File: config.mk
export PLATFORM = sky130hd
export DESIGN_NAME = mesh_composition_data_parser_unit
export DESIGN_NICKNAME = d
export VERILOG_FILES = /design/src/rtl/core/mcdp_pkg.sv /design/src/rtl/core/mcdp_front.sv /design/src/rtl/core/mcdp_queue.sv /design/src/rtl/core/mcdp_back.sv /design/src/rtl/core/mesh_composition_data_parser_unit.sv
export SDC_FILE = /design/constraint.sdc
export NUM_CORES = 1
export LEC_CHECK = 0
export BUFFER_PORTS_ARGS = -buffer_cell sky130_fd_sc_hd__buf_2
export CAP_MARGIN = 0
export CORE_ASPECT_RATIO = 0.9
export CORE_MARGIN = 3
export CORE_UTILIZATION = 50
export DETAILED_ROUTE_END_ITERATION = 7
export MAX_ROUTING_LAYER = met4
export PLACE_DENSITY = 0.72
export SLEW_MARGIN = 20
export SYNTH_ARGS = -nofsm -noshare
export SYNTH_HDL_FRONTEND = slang
export SYNTH_SLANG_ARGS = --single-unit
File: constraint.sdc
create_clock -name clk -period 7.62 [get_ports clk]
set_input_delay 1.143 -clock clk [delete_from_list [all_inputs] [get_ports clk]]
set_output_delay 1.143 -clock clk [all_outputs]
set_load 0.05 [all_outputs]
File: src/rtl/core/mcdp_pkg.sv
// shared types and constants for the composition data parser
`timescale 1ns / 1ps
package mcdp_pkg;

  localparam int unsigned OUT_DATA_W = 72;

  localparam logic [3:0] KIND_COMPANY  = 4'd0;
  localparam logic [3:0] KIND_FEATURES = 4'd4;
  localparam logic [3:0] KIND_ELEMENT  = 4'd5;
  localparam logic [3:0] KIND_SIG      = 4'd6;
  localparam logic [3:0] KIND_VENDOR   = 4'd7;
  localparam logic [3:0] KIND_SUMMARY  = 4'd8;

  localparam logic [1:0] BYTE_0 = 2'd0;
  localparam logic [1:0] BYTE_1 = 2'd1;
  localparam logic [1:0] BYTE_2 = 2'd2;
  localparam logic [1:0] BYTE_3 = 2'd3;

  typedef struct packed {
    logic        fld_valid;
    logic [3:0]  kind;
    logic [7:0]  index;
    logic [15:0] word;
    logic [15:0] model;
    logic [7:0]  sig_cnt;
    logic [7:0]  vnd_cnt;
    logic        sum_valid;
    logic [7:0]  total;
    logic        trunc;
  } rec_event_t;

endpackage

File: src/rtl/core/mcdp_front.sv
// byte parser that classifies descriptor bytes into record events
`timescale 1ns / 1ps
module mcdp_front (
  input  logic                clk,
  input  logic                rst,
  input  logic                accept,
  input  logic [7:0]          data_byte,
  input  logic                final_byte,
  output logic                ev_valid,
  output mcdp_pkg::rec_event_t ev
);
  import mcdp_pkg::*;

  typedef enum logic [5:0] {
    ST_HEADER    = 6'b000001,
    ST_LOCATION  = 6'b000010,
    ST_SIG_COUNT = 6'b000100,
    ST_VND_COUNT = 6'b001000,
    ST_SIG_MODEL = 6'b010000,
    ST_VND_MODEL = 6'b100000
  } phase_t;

  phase_t      phase, phase_next;
  logic [2:0]  hdr_word, hdr_word_next;
  logic [1:0]  bif, bif_next;
  logic [7:0]  held_low, held_low_next;
  logic [15:0] held_vendor, held_vendor_next;
  logic [15:0] held_location, held_location_next;
  logic [7:0]  sig_rem, sig_rem_next;
  logic [7:0]  vnd_rem, vnd_rem_next;
  logic [7:0]  elem_cnt, elem_cnt_next;
  logic [7:0]  cur_index;
  logic [7:0]  sig_after, vnd_after;

  assign cur_index = (elem_cnt != 8'd0) ? elem_cnt - 8'd1 : 8'd0;

  always_comb begin
    phase_next         = phase;
    hdr_word_next      = hdr_word;
    bif_next           = bif;
    held_low_next      = held_low;
    held_vendor_next   = held_vendor;
    held_location_next = held_location;
    sig_rem_next       = sig_rem;
    vnd_rem_next       = vnd_rem;
    elem_cnt_next      = elem_cnt;
    sig_after          = sig_rem;
    vnd_after          = vnd_rem;
    ev                 = '0;

    case (phase)
      ST_HEADER: begin
        if (bif == BYTE_0) begin
          held_low_next = data_byte;
          bif_next      = BYTE_1;
        end else begin
          ev.fld_valid = 1'b1;
          ev.kind      = {1'b0, hdr_word};
          ev.word      = {data_byte, held_low};
          bif_next     = BYTE_0;
          if ({1'b0, hdr_word} == KIND_FEATURES) begin
            phase_next    = ST_LOCATION;
            hdr_word_next = 3'd0;
          end else begin
            hdr_word_next = hdr_word + 3'd1;
          end
        end
      end
      ST_LOCATION: begin
        if (bif == BYTE_0) begin
          held_low_next = data_byte;
          bif_next      = BYTE_1;
          if (elem_cnt != 8'hFF) elem_cnt_next = elem_cnt + 8'd1;
        end else begin
          held_location_next = {data_byte, held_low};
          bif_next           = BYTE_0;
          phase_next         = ST_SIG_COUNT;
        end
      end
      ST_SIG_COUNT: begin
        sig_rem_next = data_byte;
        bif_next     = BYTE_0;
        phase_next   = ST_VND_COUNT;
      end
      ST_VND_COUNT: begin
        vnd_rem_next = data_byte;
        vnd_after    = data_byte;
        ev.fld_valid = 1'b1;
        ev.kind      = KIND_ELEMENT;
        ev.index     = cur_index;
        ev.word      = held_location;
        ev.sig_cnt   = sig_rem;
        ev.vnd_cnt   = data_byte;
        bif_next     = BYTE_0;
        phase_next   = (sig_after != 8'd0) ? ST_SIG_MODEL :
                       (vnd_after != 8'd0) ? ST_VND_MODEL : ST_LOCATION;
      end
      ST_SIG_MODEL: begin
        if (bif == BYTE_0) begin
          held_low_next = data_byte;
          bif_next      = BYTE_1;
        end else begin
          ev.fld_valid = 1'b1;
          ev.kind      = KIND_SIG;
          ev.index     = cur_index;
          ev.word      = {data_byte, held_low};
          if (sig_rem != 8'd0) sig_after = sig_rem - 8'd1;
          sig_rem_next = sig_after;
          bif_next     = BYTE_0;
          phase_next   = (sig_after != 8'd0) ? ST_SIG_MODEL :
                         (vnd_after != 8'd0) ? ST_VND_MODEL : ST_LOCATION;
        end
      end
      ST_VND_MODEL: begin
        case (bif)
          BYTE_0: begin
            held_vendor_next = {8'd0, data_byte};
            bif_next         = BYTE_1;
          end
          BYTE_1: begin
            held_vendor_next = {data_byte, held_vendor[7:0]};
            bif_next         = BYTE_2;
          end
          BYTE_2: begin
            held_low_next = data_byte;
            bif_next      = BYTE_3;
          end
          default: begin
            ev.fld_valid = 1'b1;
            ev.kind      = KIND_VENDOR;
            ev.index     = cur_index;
            ev.word      = held_vendor;
            ev.model     = {data_byte, held_low};
            if (vnd_rem != 8'd0) vnd_after = vnd_rem - 8'd1;
            vnd_rem_next = vnd_after;
            bif_next     = BYTE_0;
            phase_next   = (sig_after != 8'd0) ? ST_SIG_MODEL :
                           (vnd_after != 8'd0) ? ST_VND_MODEL : ST_LOCATION;
          end
        endcase
      end
      default: begin
        // unreachable codes restart at an element location
        held_low_next = data_byte;
        bif_next      = BYTE_1;
        phase_next    = ST_LOCATION;
        if (elem_cnt != 8'hFF) elem_cnt_next = elem_cnt + 8'd1;
      end
    endcase

    if (final_byte) begin
      ev.sum_valid       = 1'b1;
      ev.total           = elem_cnt_next;
      ev.trunc           = !((phase_next == ST_LOCATION) && (bif_next == BYTE_0));
      phase_next         = ST_HEADER;
      hdr_word_next      = 3'd0;
      bif_next           = BYTE_0;
      held_low_next      = 8'd0;
      held_vendor_next   = 16'd0;
      held_location_next = 16'd0;
      sig_rem_next       = 8'd0;
      vnd_rem_next       = 8'd0;
      elem_cnt_next      = 8'd0;
    end
  end

  assign ev_valid = ev.fld_valid | ev.sum_valid;

  always_ff @(posedge clk) begin
    if (rst) begin
      phase         <= ST_HEADER;
      hdr_word      <= 3'd0;
      bif           <= BYTE_0;
      held_low      <= 8'd0;
      held_vendor   <= 16'd0;
      held_location <= 16'd0;
      sig_rem       <= 8'd0;
      vnd_rem       <= 8'd0;
      elem_cnt      <= 8'd0;
    end else if (accept) begin
      phase         <= phase_next;
      hdr_word      <= hdr_word_next;
      bif           <= bif_next;
      held_low      <= held_low_next;
      held_vendor   <= held_vendor_next;
      held_location <= held_location_next;
      sig_rem       <= sig_rem_next;
      vnd_rem       <= vnd_rem_next;
      elem_cnt      <= elem_cnt_next;
    end
  end

endmodule

File: src/rtl/core/mcdp_queue.sv
// short event queue between the parser and the output stage
`timescale 1ns / 1ps
module mcdp_queue #(
  parameter int unsigned DEPTH = 4
) (
  input  logic                 clk,
  input  logic                 rst,
  input  logic                 push,
  input  mcdp_pkg::rec_event_t push_ev,
  output logic                 full,
  input  logic                 pop,
  output logic                 head_valid,
  output mcdp_pkg::rec_event_t head_ev
);
  import mcdp_pkg::*;

  localparam int unsigned AW = (DEPTH > 1) ? $clog2(DEPTH) : 1;
  localparam int unsigned CW = $clog2(DEPTH + 1);

  rec_event_t      mem [DEPTH];
  logic [AW-1:0]   wr_ptr, rd_ptr;
  logic [CW-1:0]   count;
  logic            do_push, do_pop;

  assign full       = (count == CW'(DEPTH));
  assign head_valid = (count != '0);
  assign head_ev    = mem[rd_ptr];
  assign do_push    = push && !full;
  assign do_pop     = pop && head_valid;

  always_ff @(posedge clk) begin
    if (do_push) mem[wr_ptr] <= push_ev;
  end

  always_ff @(posedge clk) begin
    if (rst) begin
      wr_ptr <= '0;
      rd_ptr <= '0;
      count  <= '0;
    end else begin
      if (do_push) wr_ptr <= (wr_ptr == AW'(DEPTH - 1)) ? '0 : wr_ptr + AW'(1);
      if (do_pop)  rd_ptr <= (rd_ptr == AW'(DEPTH - 1)) ? '0 : rd_ptr + AW'(1);
      case ({do_push, do_pop})
        2'b10:   count <= count + CW'(1);
        2'b01:   count <= count - CW'(1);
        default: count <= count;
      endcase
    end
  end

endmodule

File: src/rtl/core/mcdp_back.sv
// output stage that expands queued events into result words
`timescale 1ns / 1ps
module mcdp_back (
  input  logic                          clk,
  input  logic                          rst,
  input  logic                          head_valid,
  input  mcdp_pkg::rec_event_t          head_ev,
  output logic                          pop,
  output logic                          m_tvalid,
  input  logic                          m_tready,
  output logic [mcdp_pkg::OUT_DATA_W-1:0] m_tdata,
  output logic [3:0]                    m_tuser,
  output logic                          m_tlast
);
  import mcdp_pkg::*;

  logic fld_done;
  logic load;
  logic emit_fld;

  assign load     = !m_tvalid || m_tready;
  assign emit_fld = head_ev.fld_valid && !fld_done;
  assign pop      = load && head_valid && !(emit_fld && head_ev.sum_valid);

  always_ff @(posedge clk) begin
    if (rst) begin
      m_tvalid <= 1'b0;
      fld_done <= 1'b0;
    end else if (load) begin
      m_tvalid <= head_valid;
      if (head_valid) fld_done <= emit_fld && head_ev.sum_valid;
    end
  end

  always_ff @(posedge clk) begin
    if (load && head_valid) begin
      if (emit_fld) begin
        m_tuser <= head_ev.kind;
        m_tlast <= !head_ev.sum_valid;
        m_tdata <= {7'd0, 1'b0, 8'd0, head_ev.vnd_cnt, head_ev.sig_cnt,
                    head_ev.model, head_ev.word, head_ev.index};
      end else begin
        m_tuser <= KIND_SUMMARY;
        m_tlast <= 1'b1;
        m_tdata <= {7'd0, head_ev.trunc, head_ev.total, 8'd0, 8'd0,
                    16'd0, 16'd0, 8'd0};
      end
    end
  end

endmodule

File: src/rtl/core/mesh_composition_data_parser_unit.sv
// top level of the composition data parser
// one byte accepted per cycle while the event queue has room
// a field record is written into the event queue when its byte is taken, then loaded into the output register
// a final byte that also closes a field gives two words: the field word, then the summary word
// throughput is bounded by the single output register: one word per cycle while m_tready is high
// synchronous reset returns the parser to the company word and empties queue and output
`timescale 1ns / 1ps
module mesh_composition_data_parser_unit #(
  parameter int unsigned QUEUE_DEPTH = 4
) (
  input  logic                            clk,
  input  logic                            rst,
  input  logic                            s_tvalid,
  output logic                            s_tready,
  input  logic [7:0]                      s_tdata,   // data_byte
  input  logic                            s_tlast,
  output logic                            m_tvalid,
  input  logic                            m_tready,
  // element_index, word_value, model_word, sig_model_count, vendor_model_count,
  // element_total, truncated, zero fill
  output logic [mcdp_pkg::OUT_DATA_W-1:0] m_tdata,
  output logic [3:0]                      m_tuser,   // record_kind
  output logic                            m_tlast
);
  import mcdp_pkg::*;

  logic       accept;
  logic       ev_valid;
  rec_event_t ev;
  logic       full;
  logic       pop;
  logic       head_valid;
  rec_event_t head_ev;

  assign s_tready = !full;
  assign accept   = s_tvalid && s_tready;

  mcdp_front u_front (
    .clk        (clk),
    .rst        (rst),
    .accept     (accept),
    .data_byte  (s_tdata),
    .final_byte (s_tlast),
    .ev_valid   (ev_valid),
    .ev         (ev)
  );

  mcdp_queue #(
    .DEPTH (QUEUE_DEPTH)
  ) u_queue (
    .clk        (clk),
    .rst        (rst),
    .push       (accept && ev_valid),
    .push_ev    (ev),
    .full       (full),
    .pop        (pop),
    .head_valid (head_valid),
    .head_ev    (head_ev)
  );

  mcdp_back u_back (
    .clk        (clk),
    .rst        (rst),
    .head_valid (head_valid),
    .head_ev    (head_ev),
    .pop        (pop),
    .m_tvalid   (m_tvalid),
    .m_tready   (m_tready),
    .m_tdata    (m_tdata),
    .m_tuser    (m_tuser),
    .m_tlast    (m_tlast)
  );

endmodule

# Word level (Yosys, flattened, before mapping)
# Memories as Yosys holds them, arrays and structs flattened. A register that Yosys moved wholly into a read port is not among the register bits.
# Cells that the tools add are included.
op_classes:
  bitwise: 1
  n_eq_ne: 23
  mux: 65
  reduce_logical: 45
  addsub: 9
op_table:
  columns: ["cell", "n"]
  rows:
  - ["two-way mux 8 bit", 17]
  - ["two-way mux 16 bit", 8]
  - ["two-way mux 6 bit", 12]
  - ["case mux 16 bit (4 select lines)", 1]
  - ["case mux 8 bit (2 select lines)", 3]
  - ["case mux 8 bit (3 select lines)", 2]
  - ["nonzero test 8 bit", 6]
  - ["two-way mux 45 bit", 1]
  - ["case mux 6 bit (6 select lines)", 1]
  - ["case mux 16 bit (2 select lines)", 1]
  - ["two-way mux 29 bit", 1]
  - ["subtractor 8 x 1 -> 8 bit (second input constant)", 3]
  - ["case mux 5 bit (4 select lines)", 1]
  - ["AND reduction 3 bit", 5]
  - ["equality test 6 x 2 -> 1 bit (second input constant)", 2]
  - ["two-way mux 3 bit", 4]
  - ["case mux 2 bit (3 select lines)", 2]
  - ["nonzero test 3 bit", 4]
  - ["two-way mux 10 bit", 1]
  - ["two-way mux 2 bit", 5]
  - ["nonzero test 2 bit", 5]
  - ["logical AND 1 bit", 9]
  - ["!= test 3 bit (second input constant)", 3]
  - ["adder 8 x 1 -> 8 bit (second input constant)", 1]
  - ["27 further kinds", 45]
totals:
  mem_bits_rw: 284
  in_bits: 13
  memories: 1
  output_inout_bits: 79
  regBits: 161
  elab_cells: 164
mem_list:
  columns: ["memory", "words", "word_bits", "rd", "rd_ports_with_merged_regs", "write_ports", "line_no", "rtl"]
  rows:
  - ["u_queue.mem", 4, 71, 1, 1, 1, "mcdp_queue.sv:20", "rec_event_t mem [DEPTH];"]

# Longest topological paths before layout
depth:
  depth_word: 18
  depth_mapped: 14
  ltp_nobuf: 13

# Modules after synthesis
# Synthesis repeated with hierarchy kept, for this count alone.
unflattened:
  cells_unflattened: 1258
  area_unflattened_um2: 18539.0
by_module_without_submodules:
  columns: ["module", "cells_per_inst", "instances", "area_each_um2", "seq_area_each_um2"]
  rows:
  - ["mcdp_queue", 425, 1, 10744.1, 8708.4]
  - ["mcdp_front", 662, 1, 5033.6, 1501.4]
  - ["mcdp_back", 168, 1, 2742.6, 2142.1]
  - ["mesh_composition_data_parser_unit", 3, 1, 18.8, 0.0]

# Worst setup path before layout
# OpenSTA, ideal clock, no wires.
synth_timing:
  path_type: "input to register"
  startpoint: "input m_tready"
  endpoint: "register u_queue.count[2]"
  setup_slack_ns: 0.921
  path_buffers: 0
  arrival_ns: 6.628
  cell_stages: 10
  setup_time_ns: 0.070
  t_required_ns: 7.550
  cell_sequence: "inv_1 -> a21oi_1 -> nand2_1 -> inv_1 -> ha_1 -> inv_1 -> fa_1 -> xor2_1 -> or3_1 -> a21oi_1"
synth_via:
  elab_chain_len: 6
  word_cells_on_any_way: 8
  classes_between: "eq/ne: 2; mux: 1; reduce/logical: 5"
synth_lines:
  columns: ["element", "line_no", "rtl"]
  rows:
  - ["start, declared", "mesh_composition_data_parser_unit.sv:18", "input logic m_tready,"]
  - ["logical OR 1 bit *", "mcdp_back.sv:21", "assign load = !m_tvalid || m_tready;"]
  - ["logical AND 1 bit * (2 in series)", "mcdp_back.sv:23", "assign pop = load && head_valid && !(emit_fld && head_ev.sum_valid);"]
  - ["logical AND 1 bit *", "mcdp_queue.sv:29", "assign do_pop = pop && head_valid;"]
  - ["net u_queue.do_pop", "mcdp_queue.sv:23", "logic do_push, do_pop;"]
  - ["equality test 2 x 1 -> 1 bit or equality test 2 bit (tied branches)", "mcdp_queue.sv:43", "case ({do_push, do_pop})"]
  - ["case mux 3 bit (2 select lines) or nonzero test 2 bit (tied branches)", null, null]
  - ["end signal, assigned", "mcdp_queue.sv:44", "2'b10: count <= count + CW'(1);"]
  - ["end signal, assigned", "mcdp_queue.sv:45", "2'b01: count <= count - CW'(1);"]
  - ["end signal, assigned", "mcdp_queue.sv:46", "default: count <= count;"]
  - ["end, declared", "mcdp_queue.sv:22", "logic [CW-1:0] count;"]
# Mark *: on every way through the listed nets, which the timed path passes. The rest lies on a longest branch.
# A chain may end at the register's enable or synchronous reset.

==> results.ini <==
[synth]
synth.distinct_cells = 76
yosys_register_bits = 436
netlist_area_mm2 = 0.0183
synth_seq_area_share_pct = 67.0
yosys_warnings = 0
synth_flop_cell = edfxtp_1
synth_edf_count = 350
netlist_instances = 1245
ys_async_sr_fraction_pct = 0
syn_avg_cell_area_um2 = 14.7

[clock_tree]
htreeDepth = 2
cts_tree = yes
clockBufferDepth = 3
post_cts.repair.setup_buffers = 0
cts-root-buf = clkbuf_16
cts.sinks = 436
ctsHoldBuffers = 0
clkLatencyLatePin_ps = 540
ctsResizeCount = 0
cts_buffers = 44
clk_pin_slew_ps = 60

[die]
dieArea_mm2 = 0.0389
start_util_pct = 51.4
core-area_mm2 = 0.0355
io_pins = 92
die_w_um = 207
die_h_um = 187
fp-row-count = 65

[sta]
worstMarginPinSlew_ps = 930
grt_setup_unrepaired = no
slew_headroom_pct = 38.0
drv_slew = 0
final-setup-viol-count = 0
fmax_ghz = 0.256
finalCritPeriodShare_pct = 51.2
hold_violations = 0
period_minus_slack_ps = 3900
fin_tns_setup_ps = 0
setup_slack_ps = 3720
worst_clock_skew_ps = 15.1

[worst_setup_path]
crit_end = u_queue.count[2]
rr_worst_depth = 11
worst-path-max-fanout = 39
crit_arrival_ps = 4360
cp-end-kind = flop
crit_path_start_kind = flop
r2r_slack_ps = 3720
critPathKind = flop to flop
required_ps = 8080
r2r-end = u_queue.count[2]

[placement]
hpwl_um = 22500
dp_cells = 1731
placed_area_mm2 = 0.0190
place_congestion = 0.883
place_ws_ps = 3630
placement.io_buffers = 84

[routing]
drt_iter0_drc = 989
drt_pass1_iterations = 6
drc_errors = 0
viasPerCell = 5.77
drtAntennaViolNets = 0
wirelength_um = 37600
avgRoutedWirePerCell_um = 20.7
vias = 10500

[finish]
syn_to_final_growth_pct = 12.3
mostFrequentLayoutCell = edfxtp_1
finalNonFillerCells = 1813
drive_gt1_share_pct = 20.1
fillers = 2713
fin_area_mm2 = 0.0205
mostFrequentLayoutCells = 350 x edfxtp_1, 112 x nor2_1, 84 x buf_2, 84 x dfxtp_1
nNetsFinal = 1341
n_antenna_cell = 0

[global_route]
grt_antenna_before_repair = 2
grt_usage_pct = 19.8
grt_pass1_vias = 10500
grt_pass1_wl_um = 59400
grt.overflow.total = 0
grt_max_degree = 81

[pwr]
power_w = 0.00719
p_leak_nw = 7.26
vdd_ir_drop_max_uv = 318
power_density_mw_per_mm2 = 351

[flow_run]
maxCapViolations = 0

[worst_hold_path]
hold_class = flop to flop

[status]
outcome = complete, no violations

critical path, cell delays in order (launching register included):
cell      delay (ps)
dfxtp_4          810
buf_4            750
mux4_2           580
nand2b_1         120
nand2_1          120
inv_1            100
ha_1             180
inv_1             70
fa_1             440
xor2_1           160
or3_1            320
a21oi_1          140
state kept, by name (all words and copies together) (netlist names), named ones only:
register and cells:
u_front.elem_cnt 8, u_front.sig_rem 8, u_back.fld_done 1, u_front.held_vendor 16, u_queue.count 3, u_back.m_tlast 1, u_queue.mem 280, u_queue.wr_ptr 2
u_front.held_location 16, u_front.hdr_word 3, u_front.phase 6, u_front.bif 2, u_back.m_tvalid 1, u_queue.rd_ptr 2, u_back.m_tdata 65, u_front.vnd_rem 8
u_back.m_tuser 4, u_front.held_low 8
synth_stat cells, types with 4 or more instances:
| master | number | share of area [%] |
|---|---|---|
| and2_1 | 45 | 1.5 |
| edfxtp_1 | 350 | 58 |
| a222oi_1 | 17 | 0.93 |
| buf_4 | 7 | 0.29 |
| nand2b_1 | 6 | 0.21 |
| nor4_1 | 6 | 0.21 |
| xor2_1 | 19 | 0.91 |
| mux4_2 | 70 | 8.6 |
| dfxtp_1 | 86 | 9.4 |
| buf_2 | 11 | 0.30 |
| nand2_1 | 40 | 0.82 |
| nor3_1 | 14 | 0.38 |
| clkbuf_1 | 62 | 1.3 |
| nor2_1 | 112 | 2.3 |
| inv_1 | 43 | 0.88 |
| nand4_1 | 4 | 0.14 |
| a21oi_1 | 37 | 1.0 |
| nand3_1 | 18 | 0.49 |
| o211ai_1 | 4 | 0.16 |
| a22oi_1 | 41 | 1.7 |
| ha_1 | 19 | 1.3 |
| mux2i_1 | 16 | 0.88 |
| o21a_1 | 6 | 0.25 |
| o21ai_0 | 25 | 0.69 |
| and3_1 | 9 | 0.31 |
| xnor2_1 | 8 | 0.38 |
| buf_1 | 7 | 0.14 |
| or3_1 | 14 | 0.48 |
| a31oi_1 | 9 | 0.31 |
| nor2b_1 | 70 | 2.4 |
kinds of logic (layout without fill, tap and decap cells):
family | Yosys count | after routing | synth area share (%)
AND/OR/NAND/NOR | 369 | 369 | 10.9
flip-flops | 436 | 436 | 67.0
XOR/XNOR | 27 | 27 | 1.30
buffers and inverters | 132 | 225 | 3.01
AO/OA/AOI/OAI | 173 | 173 | 6.84
adder cells (fa/ha/maj) | 20 | 20 | 1.41
other | 1 | 7 | 0.0205
multiplexers | 87 | 87 | 9.57
stage by stage:
step	utilization [%]	hold WS (ps)
floorplan	-	451
detailed placement	53.6	475
global placement	53.6	470
finish	57.7	486
global route	57.7	514
CTS	57.7	488
power breakdown:
| group | internal (W) | total, W | switching (W) |
|---|---|---|---|
| clock network | 0.00124 | 0.00212 | 0.000879 |
| logic | 0.000614 | 0.00196 | 0.00134 |
| registers | 0.00297 | 0.00312 | 0.000153 |
| total | 0.00482 | 0.00719 | 0.00237 |
final cells by class:
type                    count  area [µm²]  area share [%]
multi-input cells         683        5520            26.9
clock buffers              62        1260            6.15
inverters                  43         161           0.787
repair buffers            100         541            2.64
clock inverters            20         191           0.934
well taps                 469         587            2.86
flip-flops and latches    436       12200            59.7
worst min-delay path by stage:
stage / slack [ps] / depth (start not counted) / from / endpoint
2_1_floorplan: 450 / 2 / u_back.fld_done / u_back.fld_done
3_3_place_gp: 470 / 2 / u_back.fld_done / u_back.fld_done
3_5_place_dp: 480 / 2 / u_queue.rd_ptr[0] / flop
4_1_cts: 490 / 2 / u_queue.rd_ptr[0] / flop
5_1_grt: 510 / 2 / u_queue.rd_ptr[0] / flop
6_report: 490 / 2 / u_queue.rd_ptr[0] / flop
routing by layer:
metal | vias up | track usage (%) | wire length, µm
li1 | 4816 | - | -
met1 | 5233 | 27.1 | 16300
met2 | 346 | 31.1 | 17900
met3 | 65 | 3.40 | 2460
met4 | 0 | 5.17 | 876
met5 | - | - | 0
No activity file was read; power rests on OpenSTA's default activity.
